==> src/hdl/rsc_pkg.sv <==
`timescale 1ns / 1ps
// ============================================================================
// rsc_pkg
// Shared types and constants of the record sorter with exchange count.
// ============================================================================
package rsc_pkg;

    // Width of the exchange total carried with each result; saturates at all ones.
    localparam int SWAP_W = 9;

    // Entries of the queue between front and back.
    localparam int QUEUE_DEPTH = 2;

    // One input request.
    typedef struct packed {
        logic [15:0] sort_key;
        logic [9:0]  marks;
        logic [15:0] name_tag;
        logic        is_final;
    } in_item_t;

    // One result request.
    typedef struct packed {
        logic [15:0]       out_key;
        logic [9:0]        out_marks;
        logic [15:0]       out_tag;
        logic [SWAP_W-1:0] swap_total;
        logic              overflowed;
        logic              out_final;
    } out_item_t;

    // One stored record.
    typedef struct packed {
        logic [15:0] key;
        logic [9:0]  marks;
        logic [15:0] tag;
    } rec_t;

    // Classified request handed from front to back.
    typedef struct packed {
        rec_t rec;
        logic keep;
        logic last;
    } q_item_t;

endpackage

==> src/hdl/record_sort_swap_count.sv <==
`timescale 1ns / 1ps
// Timing: once its final request reaches the back, a batch is sorted in place and then
//   emitted in key order, one result at a time.
// Throughput: one request per cycle while loading; the single-port-write record store and
//   the serial compare-exchange step set the sort time.
// Reset: rst_n asynchronous active low clears counts, flags, queue and sequencer;
//   record store contents are not cleared and need no clearing pass.
// ============================================================================
// record_sort_swap_count
// Batch record sorter: collects records up to the final one, bubble-sorts by
// key (stable, strictly-greater exchange), counts exchanges, emits in order.
// ============================================================================
//
// Structure:
//   rsc_front  - takes input requests, marks each stored or dropped when the
//                store would be full (front keeps its own batch count).
//   rsc_queue  - two-entry FIFO so the front can accept up to two requests while the back
//                is busy, and each side stalls on its own.
//   rsc_back   - record store memory (one write, one registered read port),
//                sort sequencer and output register.
//
// Sort: each pass carries the larger record in a register and writes the
// smaller one back one slot behind, so one read and one write per cycle do a
// full compare-exchange. Each pass ends by writing the carry into its last slot.
module record_sort_swap_count #(
    parameter int MAX_RECORDS = 32
) (
    input  logic               clk,
    input  logic               rst_n,
    input  logic               rec_valid,
    output logic               rec_stall,
    input  rsc_pkg::in_item_t  rec_data,
    output logic               res_valid,
    input  logic               res_stall,
    output rsc_pkg::out_item_t res_data
);

    logic             push;
    logic             q_full;
    rsc_pkg::q_item_t push_item;
    logic             pop;
    logic             q_valid;
    rsc_pkg::q_item_t q_item;

    rsc_front #(
        .MAX_RECORDS (MAX_RECORDS)
    ) u_front (
        .clk       (clk),
        .rst_n     (rst_n),
        .rec_valid (rec_valid),
        .rec_stall (rec_stall),
        .rec_data  (rec_data),
        .push      (push),
        .q_full    (q_full),
        .push_item (push_item)
    );

    rsc_queue u_queue (
        .clk       (clk),
        .rst_n     (rst_n),
        .push      (push),
        .push_item (push_item),
        .full      (q_full),
        .pop       (pop),
        .q_valid   (q_valid),
        .q_item    (q_item)
    );

    rsc_back #(
        .MAX_RECORDS (MAX_RECORDS)
    ) u_back (
        .clk       (clk),
        .rst_n     (rst_n),
        .q_valid   (q_valid),
        .q_item    (q_item),
        .pop       (pop),
        .res_valid (res_valid),
        .res_stall (res_stall),
        .res_data  (res_data)
    );

endmodule

==> src/hdl/rsc_front.sv <==
`timescale 1ns / 1ps
// ============================================================================
// rsc_front
// Accepts input requests and marks each as stored or dropped (store full).
// ============================================================================
module rsc_front #(
    parameter int MAX_RECORDS = 32
) (
    input  logic               clk,
    input  logic               rst_n,
    input  logic               rec_valid,
    output logic               rec_stall,
    input  rsc_pkg::in_item_t  rec_data,
    output logic               push,
    input  logic               q_full,
    output rsc_pkg::q_item_t   push_item
);

    localparam int CW = $clog2(MAX_RECORDS + 1);

    logic [CW-1:0] count_reg;
    logic [CW-1:0] count_next;
    logic          keep;

    assign rec_stall = q_full;
    assign push      = rec_valid && !q_full;
    assign keep      = (count_reg < CW'(MAX_RECORDS));

    assign push_item.rec.key   = rec_data.sort_key;
    assign push_item.rec.marks = rec_data.marks;
    assign push_item.rec.tag   = rec_data.name_tag;
    assign push_item.keep      = keep;
    assign push_item.last      = rec_data.is_final;

    always_comb
    begin
        count_next = count_reg;
        if (push)
        begin
            if (rec_data.is_final)
                count_next = '0;
            else if (keep)
                count_next = count_reg + CW'(1);
        end
    end

    always_ff @(posedge clk or negedge rst_n)
    begin
        if (!rst_n)
            count_reg <= '0;
        else
            count_reg <= count_next;
    end

endmodule

==> src/hdl/rsc_queue.sv <==
`timescale 1ns / 1ps
// ============================================================================
// rsc_queue
// Small FIFO that decouples the front from the back.
// ============================================================================
module rsc_queue (
    input  logic             clk,
    input  logic             rst_n,
    input  logic             push,
    input  rsc_pkg::q_item_t push_item,
    output logic             full,
    input  logic             pop,
    output logic             q_valid,
    output rsc_pkg::q_item_t q_item
);

    localparam int DEPTH = rsc_pkg::QUEUE_DEPTH;
    localparam int PW    = (DEPTH > 1) ? $clog2(DEPTH) : 1;
    localparam int CW    = $clog2(DEPTH + 1);

    rsc_pkg::q_item_t entry_reg [DEPTH];
    logic [PW-1:0]    wr_ptr_reg;
    logic [PW-1:0]    rd_ptr_reg;
    logic [CW-1:0]    count_reg;
    logic             do_pop;

    assign full    = (count_reg == CW'(DEPTH));
    assign q_valid = (count_reg != '0);
    assign q_item  = entry_reg[rd_ptr_reg];
    assign do_pop  = pop && q_valid;

    always_ff @(posedge clk)
    begin
        if (push && !full)
            entry_reg[wr_ptr_reg] <= push_item;
    end

    always_ff @(posedge clk or negedge rst_n)
    begin
        if (!rst_n)
        begin
            wr_ptr_reg <= '0;
            rd_ptr_reg <= '0;
            count_reg  <= '0;
        end
        else
        begin
            if (push && !full)
                wr_ptr_reg <= (wr_ptr_reg == PW'(DEPTH - 1)) ? '0 : wr_ptr_reg + PW'(1);
            if (do_pop)
                rd_ptr_reg <= (rd_ptr_reg == PW'(DEPTH - 1)) ? '0 : rd_ptr_reg + PW'(1);
            if ((push && !full) && !do_pop)
                count_reg <= count_reg + CW'(1);
            else if (!(push && !full) && do_pop)
                count_reg <= count_reg - CW'(1);
        end
    end

endmodule

==> src/hdl/rsc_back.sv <==
`timescale 1ns / 1ps
// ============================================================================
// rsc_back
// Record store, bubble-sort sequencer with exchange count, and result output.
// ============================================================================
module rsc_back #(
    parameter int MAX_RECORDS = 32
) (
    input  logic               clk,
    input  logic               rst_n,
    input  logic               q_valid,
    input  rsc_pkg::q_item_t   q_item,
    output logic               pop,
    output logic               res_valid,
    input  logic               res_stall,
    output rsc_pkg::out_item_t res_data
);

    localparam int CW = $clog2(MAX_RECORDS + 1);
    localparam int IW = (MAX_RECORDS > 1) ? $clog2(MAX_RECORDS) : 1;
    localparam int SW = rsc_pkg::SWAP_W;

    typedef enum logic [2:0] {
        ST_LOAD,
        ST_PASS_FIRST,
        ST_PASS_STEP,
        ST_PASS_END,
        ST_EMIT_RD,
        ST_EMIT_WAIT,
        ST_EMIT_HOLD
    } state_t;

    state_t             state_reg;
    logic [CW-1:0]      count_reg;
    logic [CW-1:0]      len_reg;
    logic [IW-1:0]      pos_reg;
    logic [IW-1:0]      idx_reg;
    rsc_pkg::rec_t      carry_reg;
    logic [SW-1:0]      swap_reg;
    logic               ovf_reg;
    logic               out_valid_reg;
    rsc_pkg::out_item_t out_item_reg;

    // record store
    rsc_pkg::rec_t      mem [MAX_RECORDS];
    rsc_pkg::rec_t      rdata_reg;
    logic               wr_en;
    logic [IW-1:0]      wr_addr;
    rsc_pkg::rec_t      wr_data;
    logic [IW-1:0]      rd_addr;

    logic               gt;
    logic [CW-1:0]      batch_n;

    assign gt        = (carry_reg.key > rdata_reg.key);
    assign batch_n   = q_item.keep ? count_reg + CW'(1) : count_reg;
    assign pop       = (state_reg == ST_LOAD) && q_valid;
    assign res_valid = out_valid_reg;
    assign res_data  = out_item_reg;

    always_comb
    begin
        wr_en   = 1'b0;
        wr_addr = pos_reg - IW'(1);
        wr_data = carry_reg;
        rd_addr = '0;
        case (state_reg)
            ST_LOAD:
            begin
                wr_en   = q_valid && q_item.keep;
                wr_addr = count_reg[IW-1:0];
                wr_data = q_item.rec;
            end
            ST_PASS_FIRST:
                rd_addr = IW'(1);
            ST_PASS_STEP:
            begin
                // the larger record rides along in carry; the smaller drops behind
                wr_en   = 1'b1;
                wr_data = gt ? rdata_reg : carry_reg;
                rd_addr = pos_reg + IW'(1);
            end
            ST_PASS_END:
            begin
                wr_en   = 1'b1;
                wr_addr = IW'(len_reg - CW'(1));
                wr_data = carry_reg;
            end
            ST_EMIT_RD:
                rd_addr = idx_reg;
            ST_EMIT_WAIT:
                rd_addr = idx_reg;
            ST_EMIT_HOLD:
                rd_addr = idx_reg + IW'(1);
            default:
                rd_addr = '0;
        endcase
    end

    always_ff @(posedge clk)
    begin
        if (wr_en)
            mem[wr_addr] <= wr_data;
        rdata_reg <= mem[rd_addr];
    end

    always_ff @(posedge clk or negedge rst_n)
    begin
        if (!rst_n)
        begin
            state_reg     <= ST_LOAD;
            count_reg     <= '0;
            len_reg       <= '0;
            pos_reg       <= '0;
            idx_reg       <= '0;
            carry_reg     <= '0;
            swap_reg      <= '0;
            ovf_reg       <= 1'b0;
            out_valid_reg <= 1'b0;
            out_item_reg  <= '0;
        end
        else
        begin
            case (state_reg)
                ST_LOAD:
                begin
                    if (q_valid)
                    begin
                        count_reg <= batch_n;
                        if (!q_item.keep)
                            ovf_reg <= 1'b1;
                        if (q_item.last)
                        begin
                            len_reg <= batch_n;
                            idx_reg <= '0;
                            if (batch_n >= CW'(2))
                                state_reg <= ST_PASS_FIRST;
                            else
                                state_reg <= ST_EMIT_RD;
                        end
                    end
                end
                ST_PASS_FIRST:
                begin
                    carry_reg <= rdata_reg;
                    pos_reg   <= IW'(1);
                    state_reg <= ST_PASS_STEP;
                end
                ST_PASS_STEP:
                begin
                    if (gt)
                    begin
                        if (swap_reg != {SW{1'b1}})
                            swap_reg <= swap_reg + SW'(1);
                    end
                    else
                        carry_reg <= rdata_reg;
                    if (CW'(pos_reg) == len_reg - CW'(1))
                        state_reg <= ST_PASS_END;
                    else
                        pos_reg <= pos_reg + IW'(1);
                end
                ST_PASS_END:
                begin
                    len_reg <= len_reg - CW'(1);
                    if (len_reg - CW'(1) >= CW'(2))
                        state_reg <= ST_PASS_FIRST;
                    else
                        state_reg <= ST_EMIT_RD;
                end
                ST_EMIT_RD:
                    state_reg <= ST_EMIT_WAIT;
                ST_EMIT_WAIT:
                begin
                    out_item_reg.out_key    <= rdata_reg.key;
                    out_item_reg.out_marks  <= rdata_reg.marks;
                    out_item_reg.out_tag    <= rdata_reg.tag;
                    out_item_reg.swap_total <= swap_reg;
                    out_item_reg.overflowed <= ovf_reg;
                    out_item_reg.out_final  <= (CW'(idx_reg) == count_reg - CW'(1));
                    out_valid_reg           <= 1'b1;
                    state_reg               <= ST_EMIT_HOLD;
                end
                ST_EMIT_HOLD:
                begin
                    if (!res_stall)
                    begin
                        out_valid_reg <= 1'b0;
                        if (out_item_reg.out_final)
                        begin
                            count_reg <= '0;
                            swap_reg  <= '0;
                            ovf_reg   <= 1'b0;
                            state_reg <= ST_LOAD;
                        end
                        else
                        begin
                            idx_reg   <= idx_reg + IW'(1);
                            state_reg <= ST_EMIT_WAIT;
                        end
                    end
                end
                default:
                    state_reg <= ST_LOAD;
            endcase
        end
    end

`ifndef SYNTHESIS
    a_count_bound: assert property (@(posedge clk) disable iff (!rst_n)
        count_reg <= CW'(MAX_RECORDS))
        else $error("record count above capacity");

    a_pass_len: assert property (@(posedge clk) disable iff (!rst_n)
        (state_reg == ST_PASS_STEP) |-> (len_reg >= CW'(2) && CW'(pos_reg) < len_reg))
        else $error("sort position outside pass");

    a_swap_mono: assert property (@(posedge clk) disable iff (!rst_n)
        (state_reg == ST_PASS_STEP) |=> (swap_reg >= $past(swap_reg)))
        else $error("exchange count decreased during sort");

    a_valid_state: assert property (@(posedge clk) disable iff (!rst_n)
        out_valid_reg |-> (state_reg == ST_EMIT_HOLD))
        else $error("result shown outside emit");
`endif

endmodule
==> config.mk <==
export PLATFORM = sky130hd
export DESIGN_NAME = record_sort_swap_count
export DESIGN_NICKNAME = d
export VERILOG_FILES = /design/src/hdl/rsc_pkg.sv /design/src/hdl/record_sort_swap_count.sv /design/src/hdl/rsc_front.sv /design/src/hdl/rsc_queue.sv /design/src/hdl/rsc_back.sv
export SDC_FILE = /design/constraint.sdc
export NUM_CORES = 2
export LEC_CHECK = 0
export BUFFER_PORTS_ARGS = -buffer_cell sky130_fd_sc_hd__buf_2
export CORE_MARGIN = 2
export CORE_UTILIZATION = 35
export CTS_CLUSTER_SIZE = 40
export DETAILED_ROUTE_END_ITERATION = 16
export PLACE_DENSITY = 0.5
export REMOVE_ABC_BUFFERS = 1
export SYNTH_ARGS = -nofsm -noshare
export SYNTH_HDL_FRONTEND = slang
export SYNTH_SLANG_ARGS = --single-unit
==> constraint.sdc <==
create_clock -name clk -period 11.8 [get_ports clk]
set_input_delay 2.36 -clock clk [delete_from_list [all_inputs] [get_ports clk]]
set_output_delay 2.36 -clock clk [all_outputs]
set_load 0.005 [all_outputs]
==> metrics.txt <==
status complete, but fails checks; failing checks max-capacitance violations; Synth-to-Final Area Change 13.88%; Hold Crit Start u_back.res_data[40]; Worst slew margin less than 1%; # resized after CTS 0; Synth Area in Simple Gates 9.783%; Sw Share between 20% and 30%; layout cells sized above 1 about 14%; Max Buffers Root-to-Sink 3; vias 42580; Synth Area in Compound Gates between 7 and 8%; Core Rows 161; GRT Overall Usage roughly a fifth; Pwr Total between 10 and 15 mW; FMAX approximately 0.18 GHz; Req. time, crit path approximately 13 ns; Largest register FFs 1344; final setup margin ~6.3 ns; Final Non-Filler Cells 7635; Yosys top cell by area edfxtp_1; mux contribution to synthesized area a little under a tenth; average cell area after synthesis between 10 and 15 µm²; Top-Level Pins just over 100; Slew @ Worst Pin 1.492 ns; FF-to-FF End u_back.rdata_reg[21]; count leader, synth edfxtp_1; Fin Setup TNS 0 ns; initial core utilization roughly a third; unrepaired setup endpoints after global routing no; sequential power share between 50% and 60%; Max Slew Vio Count 0; dpl ws about 6.4 ns; post-synth top area share around 63%; drt total wl 212300 µm; Detailed Routing Iterations Pass 1 6; Max Cap Viol 1; Layout Nets between 5000 and 6000; crit path max fanout 63; sink of the worst hold path u_back.res_data[40]; remaining antenna violation count 0; largest net degree at the start of global routing 171; Fill cells between 15000 and 20000; Hold/Removal Path Class reg2reg; Clk pin slew, worst setup/hold paths 0.06 ns; final hold vios 0; RePlAce Congestion 0.7991; final core utilization around two fifths; clock root buffer clkbuf_16; Die Wd ~440 µm; number of antenna violations at the first check in global routing 3; drt initial violations roughly 4200; postcts setup bufs 0; Die ar. a little under 200000 µm²; largest cells by area after synthesis edfxtp_1 (63%), mux2i_1 (7.0%), dfrtp_1 (5.2%), nand2_1 (4.5%), nand3_1 (3.2%); # clock sinks roughly 1600; kind of critical path reg2reg; Synth Area in XOR/XNOR less than 1%; post-synth design cell area 67740 µm²; ys flop type edfxtp_1; CTS buffer count about 170; Placed Instances 7318; Residual DRC 0; pwr dens 153.0 nW/µm²; vias per inst ~5.6; Yosys warnings 0; vias in the first global route slightly above 40000; Critical Path End Type flop; core box area 192400 µm²; Post-Synth Adder-Cell Area less than 1%; crit start category flop; first-pass GRT wire length just over 300000 µm; FF-to-FF setup slack 6.31 ns; average wire per standard cell between 20 and 30 µm; Reg-to-Reg Start u_back.state_reg[2]; combinational power share under 10%; leakage power about 26 nW; P_sw approximately 2.4 mW; Crit path arrival time around 6.2 ns; worst hold stages 2; Post-synth top cells edfxtp_1 (1432), nand2_1 (811), mux2i_1 (471); dpl hpwl roughly 110000 µm; I/O Buffers roughly 100; global route overflow 0; CTS tree built; Max Clock Skew 0.03433 ns; number of synthesized flops with an enable pin approximately 1400; H-tree depth 4; die height roughly 440 µm; crit share post-route approximately 47%; Hold-fix buffers, CTS 0; Seq cells post-synth roughly 1600; Worst R2R Path Depth 10; Cell variety after synth 75; internal cell power 9.366 mW; Final setup viols 0; Async S/R FF share, synth approximately 8.7%; worst vdd ir roughly 0.15 mV; share of the yosys chip area belonging to registers 69.92%; Clk pwr share 45.6%; largest family of logic cells by synthesized area simple AND/OR/NAND/NOR gates; Worst-Skew Late Latency slightly above 0.8 ns; minimum clock period after layout 5.492 ns; Cells after Synth ~4900
## final cells by class
class                      instances  area [µm²]  area share (%)
antenna                            1       2.502        0.003244
clock buffer                     243        4802           6.225
clock inverter                    73       769.5          0.9975
inverter                          33       123.9          0.1606
multi-input combinational       2909       19320           25.04
sequential                      1615       47380           61.42
tap                             2526        3161           4.097
timing repair buffer             235        1583           2.052
## stage by stage
stage	instance area [µm²]	hold slack (ns)
after floorplan	66050	0.4622
after CTS	77140	0.4853
final	77150	0.4786
after global placement	71570	0.4619
after global routing	77150	0.5022
after detailed placement	71570	0.4717
## how the worst max path moves through the flow
stage / from / endpoint / slack, ns / depth (start not counted)
6_report: u_back.state_reg[2] / u_back.rdata_reg[21] / 6.31 / 10
5_1_grt: u_back.state_reg[2] / u_back.rdata_reg[21] / 6.04 / 10
4_1_cts: u_back.state_reg[2] / u_back.rdata_reg[21] / 6.36 / 10
3_5_place_dp: u_back.state_reg[2] / u_back.rdata_reg[21] / 6.38 / 10
3_3_place_gp: u_back.state_reg[2] / u_back.rdata_reg[9] / 6.48 / 10
2_1_floorplan: u_back.state_reg[1] / u_back.rdata_reg[0] / -37.91 / 4
## worst max-delay path, stage by stage (launching register included)
cell and delay (ns):
dfrtp_4 0.61, buf_4 0.67, inv_2 0.20, nor2_1 0.52, a221o_4 0.67, buf_4 0.67, buf_4 0.88, mux2_4 0.36
o21ai_0 0.17, a221oi_1 0.10, o311a_1 0.38
## cells by family (layout without fill, tap and decap cells)
group                    after synthesis  count (layout)
flip-flops                          1615            1615
AND/OR/NAND/NOR                     1521            1521
AO/OA/AOI/OAI                        738             738
multiplexers                         591             591
buffers and inverters                386             584
XOR/XNOR                              32              32
adder cells (fa/ha/maj)               27              27
other                                  0               1
## cell usage in the layout (no fill, tap or decap), drive strengths merged, types with 16 or more instances in the layout
cell type and n:
edfxtp 1432, o311a 40, mux2 120, clkbuf 244, a2111oi 30, o22ai 75
o211ai 136, clkinv 56, dfxtp 42, a221oi 100, nor2b 63, a21oi 105
dfrtp 141, nand2b 16, o21ai 179, nand2 811, buf 234, xnor2 19
nor3 16, mux2i 471, inv 39, nor2 130, ha 27, nand3 439
## metal layers
| layer | track usage, % | wire length (µm) |
|---|---|---|
| met1 | 29.83 | 94260 |
| met2 | 34.22 | 100800 |
| met3 | 2.674 | 11660 |
| met4 | 6.338 | 5618 |
| met5 | 0 | 8 |
## power groups by stage
stage | Combinational [mW] | Sequential, mW | Clock, mW
2_1_floorplan | 0.0825 | 6.37 | 0
3_3_place_gp | 0.176 | 6.38 | 0
3_5_place_dp | 0.178 | 6.38 | 0
4_1_cts | 0.179 | 6.26 | 5.48
5_1_grt | 0.187 | 6.26 | 5.70
6_report | 0.170 | 6.26 | 5.38
Note: power is estimated with default switching activity, not from simulation.
